## src/sv/psmi_pkg.sv

```systemverilog
// ----------------------------------------------------------------------------
// psmi_pkg
// Shared widths, codes and controller/datapath interface types for the
// 3D point set moment invariants block.
// ----------------------------------------------------------------------------
`default_nettype none

package psmi_pkg;

   localparam int MAX_POINTS = 65536;
   localparam int CNT_W      = $clog2(MAX_POINTS + 1);
   localparam int COORD_W    = 16;
   localparam int S1_W       = 33;
   localparam int S2_W       = 48;
   localparam int NSQ_W      = 2 * CNT_W;
   localparam int ROOT_W     = 38;
   localparam int BIT_W      = 6;
   localparam int MU_W       = 41;
   localparam int MOM_W      = 47;
   localparam int J1_W       = 49;
   localparam int OUT_W      = 64;
   localparam int OP_W       = 64;
   localparam int WIDE_W     = 128;
   localparam int IDX_W      = 3;
   localparam int CNT_DIV_W  = 7;
   localparam int NORM_SHIFT = 28;
   localparam int ROOT_SHIFT = 60;
   localparam int J2_SHIFT   = 24;
   localparam int J3_SHIFT   = 48;
   localparam int MU_LIM_W   = 40;
   localparam logic [IDX_W-1:0] IDX_LAST = IDX_W'(5);
   localparam logic [BIT_W-1:0] ROOT_TOP = BIT_W'(ROOT_W - 1);

   typedef enum logic [2:0] {
      TERM_CUBE = 3'd0,
      TERM_NSQH = 3'd1,
      TERM_NS   = 3'd2,
      TERM_SS   = 3'd3,
      TERM_J2   = 3'd4,
      TERM_J3   = 3'd5
   } term_type;

   typedef struct packed {
      logic             accum;
      logic             clear;
      logic             nsq_load;
      logic             mul_start;
      logic             root_upd;
      logic             d_load;
      logic             acc_clr;
      logic             acc_add;
      logic             div_start;
      logic             mu_load;
      logic             j2_load;
      logic             j3_load;
      logic             out_load;
      term_type         term;
      logic [IDX_W-1:0] idx;
      logic [BIT_W-1:0] bit_pos;
   } cmd_type;

   typedef struct packed {
      logic mul_done;
      logic div_done;
   } status_type;

endpackage

`default_nettype wire

```

## src/sv/psmi_ctrl.sv

```systemverilog
// ----------------------------------------------------------------------------
// psmi_ctrl
// Sequencer: accepts points, then steps the datapath through the cube root,
// the six central moments, the invariants and the result hand-off.
// ----------------------------------------------------------------------------
`default_nettype none

module psmi_ctrl (
   input  wire logic                  clock,
   input  wire logic                  reset,
   input  wire logic                  req_valid,
   output logic                       req_ready,
   input  wire logic                  req_last_point,
   output logic                       rsp_valid,
   input  wire logic                  rsp_ready,
   output psmi_pkg::cmd_type          cmd,
   input  wire psmi_pkg::status_type  status
);
   import psmi_pkg::*;

   typedef enum logic [18:0] {
      S_IDLE   = 19'b0000000000000000001,
      S_NSQ    = 19'b0000000000000000010,
      S_ROOT   = 19'b0000000000000000100,
      S_ROOT_W = 19'b0000000000000001000,
      S_DMUL   = 19'b0000000000000010000,
      S_DMUL_W = 19'b0000000000000100000,
      S_CA     = 19'b0000000000001000000,
      S_CA_W   = 19'b0000000000010000000,
      S_CB     = 19'b0000000000100000000,
      S_CB_W   = 19'b0000000001000000000,
      S_DIV    = 19'b0000000010000000000,
      S_DIV_W  = 19'b0000000100000000000,
      S_J2     = 19'b0000001000000000000,
      S_J2_W   = 19'b0000010000000000000,
      S_J2_END = 19'b0000100000000000000,
      S_J3     = 19'b0001000000000000000,
      S_J3_W   = 19'b0010000000000000000,
      S_J3_END = 19'b0100000000000000000,
      S_OUT    = 19'b1000000000000000000
   } state_type;

   state_type        state_ff, state_in;
   logic [IDX_W-1:0] idx_ff, idx_in;
   logic [BIT_W-1:0] bit_ff, bit_in;
   logic             rsp_valid_ff, rsp_valid_in;
   logic             accept;

   assign req_ready = (state_ff == S_IDLE);
   assign accept    = req_valid && req_ready;

   always_comb begin
      state_in     = state_ff;
      idx_in       = idx_ff;
      bit_in       = bit_ff;
      rsp_valid_in = rsp_valid_ff && !rsp_ready;
      cmd          = '0;
      cmd.term     = TERM_CUBE;
      cmd.idx      = idx_ff;
      cmd.bit_pos  = bit_ff;
      cmd.accum    = accept;
      unique case (state_ff)
         S_IDLE: begin
            if (accept && req_last_point) begin
               state_in = S_NSQ;
            end
         end
         S_NSQ: begin
            cmd.nsq_load = 1'b1;
            bit_in       = ROOT_TOP;
            state_in     = S_ROOT;
         end
         S_ROOT: begin
            cmd.mul_start = 1'b1;
            state_in      = S_ROOT_W;
         end
         S_ROOT_W: begin
            if (status.mul_done) begin
               cmd.root_upd = 1'b1;
               if (bit_ff == '0) begin
                  state_in = S_DMUL;
               end else begin
                  bit_in   = bit_ff - BIT_W'(1);
                  state_in = S_ROOT;
               end
            end
         end
         S_DMUL: begin
            cmd.term      = TERM_NSQH;
            cmd.mul_start = 1'b1;
            state_in      = S_DMUL_W;
         end
         S_DMUL_W: begin
            if (status.mul_done) begin
               cmd.d_load = 1'b1;
               idx_in     = '0;
               state_in   = S_CA;
            end
         end
         S_CA: begin
            cmd.term      = TERM_NS;
            cmd.acc_clr   = 1'b1;
            cmd.mul_start = 1'b1;
            state_in      = S_CA_W;
         end
         S_CA_W: begin
            if (status.mul_done) begin
               cmd.acc_add = 1'b1;
               state_in    = S_CB;
            end
         end
         S_CB: begin
            cmd.term      = TERM_SS;
            cmd.mul_start = 1'b1;
            state_in      = S_CB_W;
         end
         S_CB_W: begin
            if (status.mul_done) begin
               cmd.acc_add = 1'b1;
               state_in    = S_DIV;
            end
         end
         S_DIV: begin
            cmd.div_start = 1'b1;
            state_in      = S_DIV_W;
         end
         S_DIV_W: begin
            if (status.div_done) begin
               cmd.mu_load = 1'b1;
               if (idx_ff == IDX_LAST) begin
                  cmd.acc_clr = 1'b1;
                  idx_in      = '0;
                  state_in    = S_J2;
               end else begin
                  idx_in   = idx_ff + IDX_W'(1);
                  state_in = S_CA;
               end
            end
         end
         S_J2: begin
            cmd.term      = TERM_J2;
            cmd.mul_start = 1'b1;
            state_in      = S_J2_W;
         end
         S_J2_W: begin
            cmd.term = TERM_J2;
            if (status.mul_done) begin
               cmd.acc_add = 1'b1;
               if (idx_ff == IDX_LAST) begin
                  state_in = S_J2_END;
               end else begin
                  idx_in   = idx_ff + IDX_W'(1);
                  state_in = S_J2;
               end
            end
         end
         S_J2_END: begin
            cmd.j2_load = 1'b1;
            cmd.acc_clr = 1'b1;
            idx_in      = '0;
            state_in    = S_J3;
         end
         S_J3: begin
            cmd.term      = TERM_J3;
            cmd.mul_start = 1'b1;
            state_in      = S_J3_W;
         end
         S_J3_W: begin
            cmd.term = TERM_J3;
            if (status.mul_done) begin
               cmd.acc_add = 1'b1;
               if (idx_ff == IDX_LAST) begin
                  state_in = S_J3_END;
               end else begin
                  idx_in   = idx_ff + IDX_W'(1);
                  state_in = S_J3;
               end
            end
         end
         S_J3_END: begin
            cmd.j3_load = 1'b1;
            state_in    = S_OUT;
         end
         S_OUT: begin
            // wait for the result register to be free
            if (!rsp_valid_ff || rsp_ready) begin
               cmd.out_load = 1'b1;
               cmd.clear    = 1'b1;
               rsp_valid_in = 1'b1;
               state_in     = S_IDLE;
            end
         end
         default: begin
            state_in = S_IDLE;
         end
      endcase
   end

   always_ff @(posedge clock) begin
      if (reset) begin
         state_ff     <= S_IDLE;
         idx_ff       <= '0;
         bit_ff       <= '0;
         rsp_valid_ff <= 1'b0;
      end else begin
         state_ff     <= state_in;
         idx_ff       <= idx_in;
         bit_ff       <= bit_in;
         rsp_valid_ff <= rsp_valid_in;
      end
   end

   assign rsp_valid = rsp_valid_ff;

endmodule

`default_nettype wire

```

## config.mk

```make
export PLATFORM = sky130hd
export DESIGN_NAME = psmi_ctrl
export DESIGN_NICKNAME = d
export VERILOG_FILES = /design/src/sv/psmi_pkg.sv /design/src/sv/psmi_ctrl.sv
export SDC_FILE = /design/constraint.sdc
export NUM_CORES = 1
export LEC_CHECK = 0
export BUFFER_PORTS_ARGS = -buffer_cell sky130_fd_sc_hd__buf_2
export CORE_MARGIN = 4
export CORE_UTILIZATION = 50
export DETAILED_ROUTE_END_ITERATION = 10
export PLACE_DENSITY = 0.73
export REMOVE_ABC_BUFFERS = 1
export SYNTH_ARGS = -nofsm -noshare
export SYNTH_HDL_FRONTEND = slang
export SYNTH_SLANG_ARGS = --single-unit
```

## constraint.sdc

```tcl
create_clock -name clock -period 3.2 [get_ports clock]
set_input_delay 0.32 -clock clock [delete_from_list [all_inputs] [get_ports clock]]
set_output_delay 0.32 -clock clock [all_outputs]
set_load 0.03 [all_outputs]
```

==> results.md, run 1 <==
- Outcome: complete, no violations
- Routability cong.: 0.989
- Hold-fix buffers, CTS: 0
- Worst path top cell family by delay: simple AND/OR/NAND/NOR gates
- Max Freq: around 340 MHz
- Worst path cell trace: or4_1, nor4_1, nand2b_1, o21a_1, nand4_1, buf_2
- Hold_ws: 0.299 ns
- Root Buffer: clkbuf_4
- Period utilization: ~92%
- Top cells by count, synth: dfxtp_1, nor2_1, a21oi_1, nand2_1
- Worst r2r src: state_ff[9]
- Clock H-tree levels: 2
- Routed vias: approximately 1,900
- Endpoints failing hold: 0
- R2R Path End: state_ff[12]
- Leakage Power: 0.918 nW
- Slowest cell on crit path: or4_1
- Place WS: 0.520 ns
- Power Density: ~460 nW/um^2
- Hold Path Depth: 4
- Final setup fails: 0
- CP required: 2.88 ns
- Final net count: 275
- I/O Buffers: 33
- Worst-Skew Late Latency: 0.33 ns
- Dpl hpwl: 3640 um
- Asr flop ratio synth: 0%
- Fin Setup TNS: 0 ns
- Global-route wire length before repair: 7800 um
- Io pins: 34
- Worst-path fanout max: 8
- Initial DRC Count: 179
- Reg2Reg Setup Slack: 0.44 ns
- CP peak stage delay: 0.60 ns
- Pwr Total: 0.970 mW
- Postcts setup bufs: 0
- Share of layout cells above drive strength 1: 22.3%
- Clock buffer depth: 2
- Largest net degree at the start of global routing: 22
- Rows: 21
- Vias per inst: 6.06
- Clock-pin slew on the worst setup and hold paths: roughly 0.1 ns
- Worst Setup Slack, final: 0.271 ns
- Min cycle time layout: 2.93 ns
- Type of origin of the critical path: register
- Setup CP Type: register to output pin
- Worst slew margin: 58.4%
- Post-synth top flop: dfxtp_1
- Yosys reg bits: 29
- Hold path start: req_last_point
- Std-Cell Core Area: 3420 um^2
- Inserted Clock Buffers: 5
- Antenna violations before repair: 0
- Top-count cell post-synth: dfxtp_1
- Placed insts: 303
- DIE HEIGHT: around 68 um
- Die footprint: between 4000 and 5000 um^2
- Crit end category: output pin
- PostCTS Resize Cnt: 0
- Class of the tightest hold or removal check: primary input to register
- Initial core utilization: a little over half
- Post-synth EDFFs: 0
- Post-synthesis sequential area ratio: 32.2%
- Worst hold endpoint: state_ff[0]
- Vias in the first global route: 1,651
- Syn Area/Cell: 7.97 um^2
- Synth area leader: dfxtp_1
- Final Cell Area: 2110 um^2
- Overflow left after global routing: 0
- Worst IR Drop VDD: about 0.26 mV
- CTS tree: done
- Drt wl/cell: 15.4 um
- Final design utilization: 61.9%
- Area grow syn2layout: 17.4%
- CP bufs+invs: 1
- Total wire length: 4780 um
- Final Max Slew Viols: 0
- DRC errors left: 0
- Cell Area, Placed: 2030 um^2
- Max cap viols: 0
- Non-Filler Instances: ~310
- ANT nets after route: 0
- Ant diodes: 0
- GRT Total Usage: 22.2%
- Synthesis Warnings: 0
- Top cell type's share of synthesized area: 32.2%
- Worst path arrival time: 2.61 ns
- Top cells by area, synth: dfxtp_1, a21oi_1, nor2_1
- RSZ-0062 raised after global routing: no
- Die X: roughly 70 um
- CTS sink count: 29
- DRT Pass-1 Iters: 5
- Worst-Margin Slew: 0.618 ns
- Mapped cell area: 1800 um^2
- Syn Inst Count: 226
- Reg2reg path depth: 6
- Yosys cell types: 48
- Setup Skew: 0.00489 ns
-- metal layers --
metal,routed length [um],vias to the layer above,part of all wire (%),global-route usage (%)
li1,-,931,-,-
met1,2250,864,47,31.3
met2,2120,84,44,34.1
met3,375,7,7.8,4.76
met4,40,0,0.84,6.20
met5,0,-,0,0
-- sequential cells by signal (all words and copies together), names as in the netlist --
| register | cells |
|---|---|
| bit_ff | 6 |
| idx_ff | 3 |
| rsp_valid | 1 |
| state_ff | 19 |
-- report_power, final --
group          internal, mW  switching [mW]
Clock                 0.186           0.135
Combinational        0.0927           0.160
Sequential            0.375          0.0205
-- layout make-up --
cell class | count | area, um^2
Inverter | 11 | 41.3
Sequential cell | 29 | 581
Fill cell | 332 | 1300
Multi-Input combinational cell | 178 | 1140
Timing Repair Buffer | 39 | 210
Clock inverter | 2 | 37.5
Tap cell | 46 | 57.6
Clock buffer | 6 | 51.3
-- worst max-delay path by stage --
stage                      startpoint  slack [ns]  cells past startpoint          end
after floorplan           state_ff[4]        0.28                      4  state_ff[0]
after global routing      state_ff[9]        0.16                      6      cmd[21]
after global placement    state_ff[4]        0.53                      6  state_ff[4]
final                     state_ff[9]        0.27                      6      cmd[21]
after CTS                 state_ff[8]        0.27                      6      cmd[21]
after detailed placement  state_ff[8]        0.52                      6  state_ff[4]
-- cells by family (layout without fill, tap and decap cells) --
group                      count (synthesis)  count (layout)  share of synthesized area [%]
and+or+nand+nor                          121             121                           39.4
AOI/OAI and AO/OA                         43              43                           15.8
DFF                                       29              29                           32.2
buffers and inverters                     19              58                           4.72
xor gates and xnor gates                   8               8                           3.89
adders and majority gates                  4               4                           2.78
muxes                                      2               2                           1.18
-- cell usage in the layout (no fill, tap or decap), types with 2 or more instances in the layout --
cell | synthesis | routed
buf_2 | 2 | 33
or3_1 | 5 | 5
nor2_1 | 21 | 21
or4_4 | 3 | 3
xor2_1 | 7 | 7
and3_1 | 2 | 2
o21a_1 | 2 | 2
nor4_1 | 12 | 12
a21oi_1 | 16 | 16
nor3_1 | 12 | 12
nand4_1 | 6 | 6
a32o_1 | 2 | 2
or2_2 | 2 | 2
o21ai_0 | 9 | 9
and2_1 | 2 | 2
o41ai_1 | 2 | 2
clkbuf_4 | 0 | 5
or4_1 | 2 | 2
nand2b_1 | 6 | 6
ha_1 | 4 | 4
a31oi_1 | 2 | 2
nor2b_1 | 2 | 2
nand2_1 | 16 | 16
nand3_1 | 10 | 10
dfxtp_1 | 29 | 29
buf_4 | 3 | 6
nand3b_1 | 5 | 5
inv_1 | 11 | 11
nand4b_1 | 7 | 7
nor4b_1 | 3 | 3
-- worst reg2reg max path: stages (launching register included) --
cell and delay (ns):
dfxtp_1 0.38, or4_1 0.60, nor4_1 0.49, nand4b_1 0.24, a31oi_1 0.42, or3_1 0.42, a21oi_1 0.09
Power figures use the tool's default switching activity.
==> inputs of run 2 (changes only) <==
Settings changed: RECOVER_POWER set to 100.
Clock period 3.2 ns to 3.75 ns, I/O delays scaled along.
==> run 2 against run 1 <==
Cell count decreased by 1.9%. First-iteration DRC count increased by 21%. Hold slack improved by 0.045 ns. Die area unchanged. Cell area decreased by 5.3%. Clock power decreased by 35%. Combinational power decreased by 20%. Via count increased by 0.64%. Critical path type unchanged. Critical endpoint unchanged.
==> results.md, run 2 (synthesized netlist as in run 1, its figures left out) <==
- Cell Area, Placed: 1980 um^2
- Clock H-tree levels: 2
- Switch Pwr: ~0.27 mW
- CTS tree: done
- Initial DRC Count: 217
- GRT Total Usage: 23.2%
- Worst Setup Slack, final: 0.408 ns
- Worst-path fanout max: 6
- Leakage Power: 0.773 nW
- Setup CP Type: register to output pin
- Area grow syn2layout: 11.2%
- Total wire length: 4760 um
- Most common cell after layout, fill and taps aside: dfxtp_1
- Antenna violations before repair: 0
- PostCTS Resize Cnt: 0
- Root Buffer: clkbuf_4
- Final Cell Area: 2000 um^2
- Met1 Use GR: between 30% and 40%
- Worst IR Drop VDD: 0.264 mV
- Postcts setup bufs: 0
- Max Freq: between 200 and 300 MHz
- Non-Filler Instances: 305
- Overflow left after global routing: 0
- Reg power frac: 45.0%
- DRT Pass-1 Iters: 5
- Power Density: roughly 370 nW/um^2
- DIE HEIGHT: 68.0 um
- RSZ-0062 raised after global routing: no
- Io pins: 34
- Largest net degree at the start of global routing: 22
- Fin Setup TNS: 0 ns
- Max cap viols: 0
- Routability cong.: ~0.96
- Period utilization: roughly nine tenths
- CTS sink count: 29
- Min cycle time layout: 3.34 ns
- Drt wl/cell: 15.6 um
- Rows: 21
- Biggest register: state_ff
- P_int: 0.478 mW
- Endpoints failing hold: 0
- Final Max Slew Viols: 0
- Std-Cell Core Area: around 3400 um^2
- Dpl hpwl: around 3600 um
- Worst slew margin: 30.3%
- Outcome: complete, no violations
- Hold-fix buffers, CTS: 0
- ANT nets after route: 0
- DRC errors left: 0
- Die X: 68.0 um
- Vias in the first global route: 1,696
- Combinational power share: a little over a quarter
- Type of origin of the critical path: register
- Place WS: 0.922 ns
- Vias per inst: 6.22
- Die footprint: 4630 um^2
- Worst-Margin Slew: 1.02 ns
- Initial core utilization: 52.7%
- Pwr Total: about 0.75 mW
- Gr busiest metal: met2
- I/O Buffers: 33
- Placed insts: roughly 300
- Fillers: approximately 340
- Clock power share: roughly 28%
- Met2 Use GR: about a third
- Switching share of power: 36.1%
- Crit end category: output pin
- Final net count: roughly 270
- Class of the tightest hold or removal check: primary input to register
- Clock buffer depth: 2
- Clock-pin slew on the worst setup and hold paths: 0.10 ns
- Routed vias: about 1,900
- Global-route wire length before repair: 8090 um
- Worst path arrival time: 2.97 ns
- Share of layout cells above drive strength 1: 9.65%
- Ant diodes: 0
- Worst-Skew Late Latency: 0.34 ns
- Commonest cells after routing, fill and taps aside: dfxtp_1, clkbuf_1, nor2_1
- Top Registers: state_ff x19, bit_ff x6, idx_ff x3
- Inserted Clock Buffers: 5
- M3 GR Usage: around 4.8%
- Final setup fails: 0
- Largest register FFs: 19
- Setup Skew: 0.0177 ns
- CP required: 3.38 ns
-- run 2: changes by cell type in the layout (fill, tap and decap cells not counted), sizes merged --
cell      before  now
buf           39    7
clkbuf         6   32
clkinv         0    2
bufinv         1    0
clkinvlp       1    0
-- run 2: cell type report --
type / instances / area, um^2 / share of cell area, %
timing repair buffer: 33 / 133 / 6.62
inverter: 11 / 41.3 / 2.06
clock inverter: 2 / 13.8 / 0.687
clock buffer: 6 / 51.3 / 2.56
multi-input combinational: 178 / 1130 / 56.2
sequential: 29 / 581 / 29.0
tap: 46 / 57.6 / 2.87
-- run 2: path summary, 6_finish.rpt --
path,endpoint,cells after the start,slack (ns),from
worst max-delay path,cmd[21],6,0.41,state_ff[4]
worst min-delay path,rsp_valid,3,0.34,rsp_ready
worst max register to register,bit_ff[4],6,0.74,state_ff[4]
worst min register to register,rsp_valid,2,0.53,rsp_valid
-- run 2: through the flow --
stage | util, % | hold WS [ns]
floorplan | - | 0.444
global placement | 58.0 | 0.512
detailed placement | 58.0 | 0.519
CTS | 59.9 | 0.342
global route | 58.6 | 0.365
finish | 58.6 | 0.344
-- run 2: per-layer routing --
metal	part of all wire [%]	vias to the layer above
met3	8.7	16
met4	2.3	0
li1	-	916
met5	0	-
met2	43	100
met1	46	866
-- run 2: critical path: stages (launching register included) --
cell      delay, ns
dfxtp_1        0.36
or4_1          0.66
nor4_2         0.59
nand4b_1       0.30
o21a_1         0.23
nand4_1        0.16
clkbuf_1       0.33
-- run 2: power groups by stage --
stage | clock [mW] | combinational [mW] | sequential (mW)
5_1_grt | 0.229 | 0.225 | 0.341
3_5_place_dp | 0 | 0.206 | 0.344
6_report | 0.209 | 0.203 | 0.337
2_1_floorplan | 0 | 0.140 | 0.355
4_1_cts | 0.216 | 0.207 | 0.337
3_3_place_gp | 0 | 0.203 | 0.343
==> inputs of run 3 (changes only) <==
Settings changed: ABC_AREA set to 1, PLACE_DENSITY 0.73 to 0.72.
==> run 3 against run 2 <==
Flip-flop and latch count did not move. Area after synthesis rose by 18%. Routed wire length rose by 9.3%. Cell count rose by 35%. Maximum frequency rose by 15%. Non-clock buffer count did not move. Global-route usage fell by 1.9 points. Power rose by 92%. Critical path type unchanged.
==> results.md, run 3 <==
- Hold_ws: 0.374 ns
- Dpl hpwl: approximately 4100 um
- Clock H-tree levels: 2
- Worst slew margin: 43.9%
- Worst IR Drop VDD: 0.441 mV
- Synth area leader: dfxtp_1
- Max Freq: 345 MHz
- Min cycle time layout: 2.90 ns
- Std-Cell Core Area: 4060 um^2
- Largest register FFs: 19
- Yosys reg bits: 29
- Place WS: 1.74 ns
- Pwr Total: 1.44 mW
- Max cap viols: 0
- Clock buffer depth: 2
- Non-Filler Instances: about 410
- Type of origin of the critical path: register
- Setup Skew: around 0.009 ns
- Initial DRC Count: 150
- Leakage Power: approximately 1.2 nW
- Reg2Reg Setup Slack: 1.08 ns
- Global-route wire length before repair: 8850 um
- Area grow syn2layout: 8.93%
- Vias per inst: 5.09
- Routability cong.: 0.860
- Yosys cell types: 33
- Synthesis Warnings: 0
- DIE HEIGHT: 73.3 um
- Inserted Clock Buffers: 5
- Outcome: complete, no violations
- Worst-path fanout max: 9
- Die footprint: 5370 um^2
- Top Registers: state_ff x19, bit_ff x6, idx_ff x3
- Crit end category: output pin
- Initial core utilization: 52.5%
- Share of layout cells above drive strength 1: between 10% and 20%
- I/O Buffers: 33
- Final Cell Area: 2320 um^2
- DRT Pass-1 Iters: 5
- Hold Path Depth: 4
- CTS sink count: 29
- Post-synthesis sequential area ratio: 27.3%
- Top cells by area, synth: dfxtp_1, nand2_1, inv_1
- Top cell type's share of synthesized area: 27.3%
- CTS tree: done
- Endpoints failing hold: 0
- Post-synth top flop: dfxtp_1
- CP required: 3.38 ns
- Syn Area/Cell: ~6.5 um^2
- Clock-pin slew on the worst setup and hold paths: 0.07 ns
- Worst r2r src: state_ff[1]
- Biggest register: state_ff
- Fillers: 403
- Hold-fix buffers, CTS: 0
- Fin Setup TNS: 0 ns
- Worst hold endpoint: rsp_valid
- Worst-Margin Slew: about 0.84 ns
- Commonest cells after routing, fill and taps aside: nand2_1, inv_1, nor2_1
- Cell Area, Placed: ~2300 um^2
- ANT nets after route: 0
- Final Max Slew Viols: 0
- R2R Path End: state_ff[13]
- Mapped cell area: 2130 um^2
- Syn Inst Count: between 300 and 400
- Most common cell after layout, fill and taps aside: nand2_1
- Vias in the first global route: 1,992
- Worst-Skew Late Latency: 0.29 ns
- Io pins: 34
- Asr flop ratio synth: 0%
- Root Buffer: clkbuf_8
- DRC errors left: 0
- Hold path start: rsp_ready
- Final net count: 371
- Worst Setup Slack, final: 0.854 ns
- Routed vias: 2,091
- Antenna violations before repair: 0
- Power Density: slightly above 600 nW/um^2
- Overflow left after global routing: 0
- Largest net degree at the start of global routing: 18
- Top cells by count, synth: nand2_1, inv_1, nor2_1, dfxtp_1, nand3_1
- RSZ-0062 raised after global routing: no
- Postcts setup bufs: 0
- Rows: 23
- Ant diodes: 0
- Placed insts: 403
- Class of the tightest hold or removal check: primary input to register
- Period utilization: between 70% and 80%
- PostCTS Resize Cnt: 0
- Worst path arrival time: 2.52 ns
- Die X: 73.3 um
- GRT Total Usage: 21.4%
- Top-count cell post-synth: nand2_1
- Total wire length: 5200 um
- Post-synth EDFFs: 0
- Drt wl/cell: 12.7 um
- Setup CP Type: register to output pin
- Final setup fails: 0
- Final design utilization: between 50% and 60%
- Reg2reg path depth: 10
==> run 3: cell types whose count changed after synthesis, sizes merged, moves of 4 or more <==
| cell | delta |
|---|---|
| xor2 | -4 |
| or4 | -5 |
| nor2 | +46 |
| nand2 | +57 |
| inv | +50 |
| nand4b | -7 |
| or3 | -5 |
| nand3 | +23 |
| nand2b | -6 |
| nor4 | -13 |
| a21oi | -4 |
==> run 3: layer usage <==
metal	vias up	routed length, um	part of all wire, %	GRT usage (%)
met5	-	0	0	0
met4	0	86	1.7	7.99
met3	6	366	7.0	5.34
met2	67	2440	47	35.0
met1	934	2310	44	27.0
li1	1084	-	-	-
==> run 3: power breakdown <==
group	total [mW]	switching [mW]	leakage, nW	internal [mW]
clock network	0.292	0.126	0.0542	0.166
registers	0.386	0.0371	0.235	0.349
logic	0.758	0.559	0.955	0.199
==> run 3: logic make-up after synthesis <==
group                      Yosys count  share of synthesized area (%)
and+or+nand+nor                    195                           47.4
buffers and inverters               70                           13.7
DFF                                 29                           27.3
AOI/OAI and AO/OA                   26                           7.99
adders and majority gates            4                           2.35
xor gates and xnor gates             3                           1.23
==> run 3: cell type report <==
cell class / count / area [um^2] / share of cell area, %
inverters: 63 / 236 / 10.2
repair buffers: 33 / 136 / 5.88
well taps: 50 / 62.6 / 2.70
clock inverters: 1 / 5.00 / 0.216
clock buffers: 7 / 96.3 / 4.15
multi-input cells: 228 / 1200 / 51.8
flip-flops and latches: 29 / 581 / 25.0
==> run 3: worst max-delay path by stage <==
stage | startpoint | end | depth (start not counted)
3_3_place_gp | state_ff[6] | cmd[21] | 9
5_1_grt | state_ff[1] | cmd[21] | 9
3_5_place_dp | state_ff[6] | cmd[21] | 9
4_1_cts | state_ff[6] | cmd[21] | 9
2_1_floorplan | state_ff[10] | cmd[12] | 5
6_report | state_ff[1] | cmd[21] | 9
==> run 3: critical path, cell delays in order, from the launching register on <==
cell	delay, ns
dfxtp_1	0.33
nor2_1	0.17
nand2_1	0.18
nor2_1	0.60
nand2_1	0.09
or2_1	0.28
nand2_1	0.10
inv_1	0.06
nand4_1	0.08
clkbuf_1	0.33
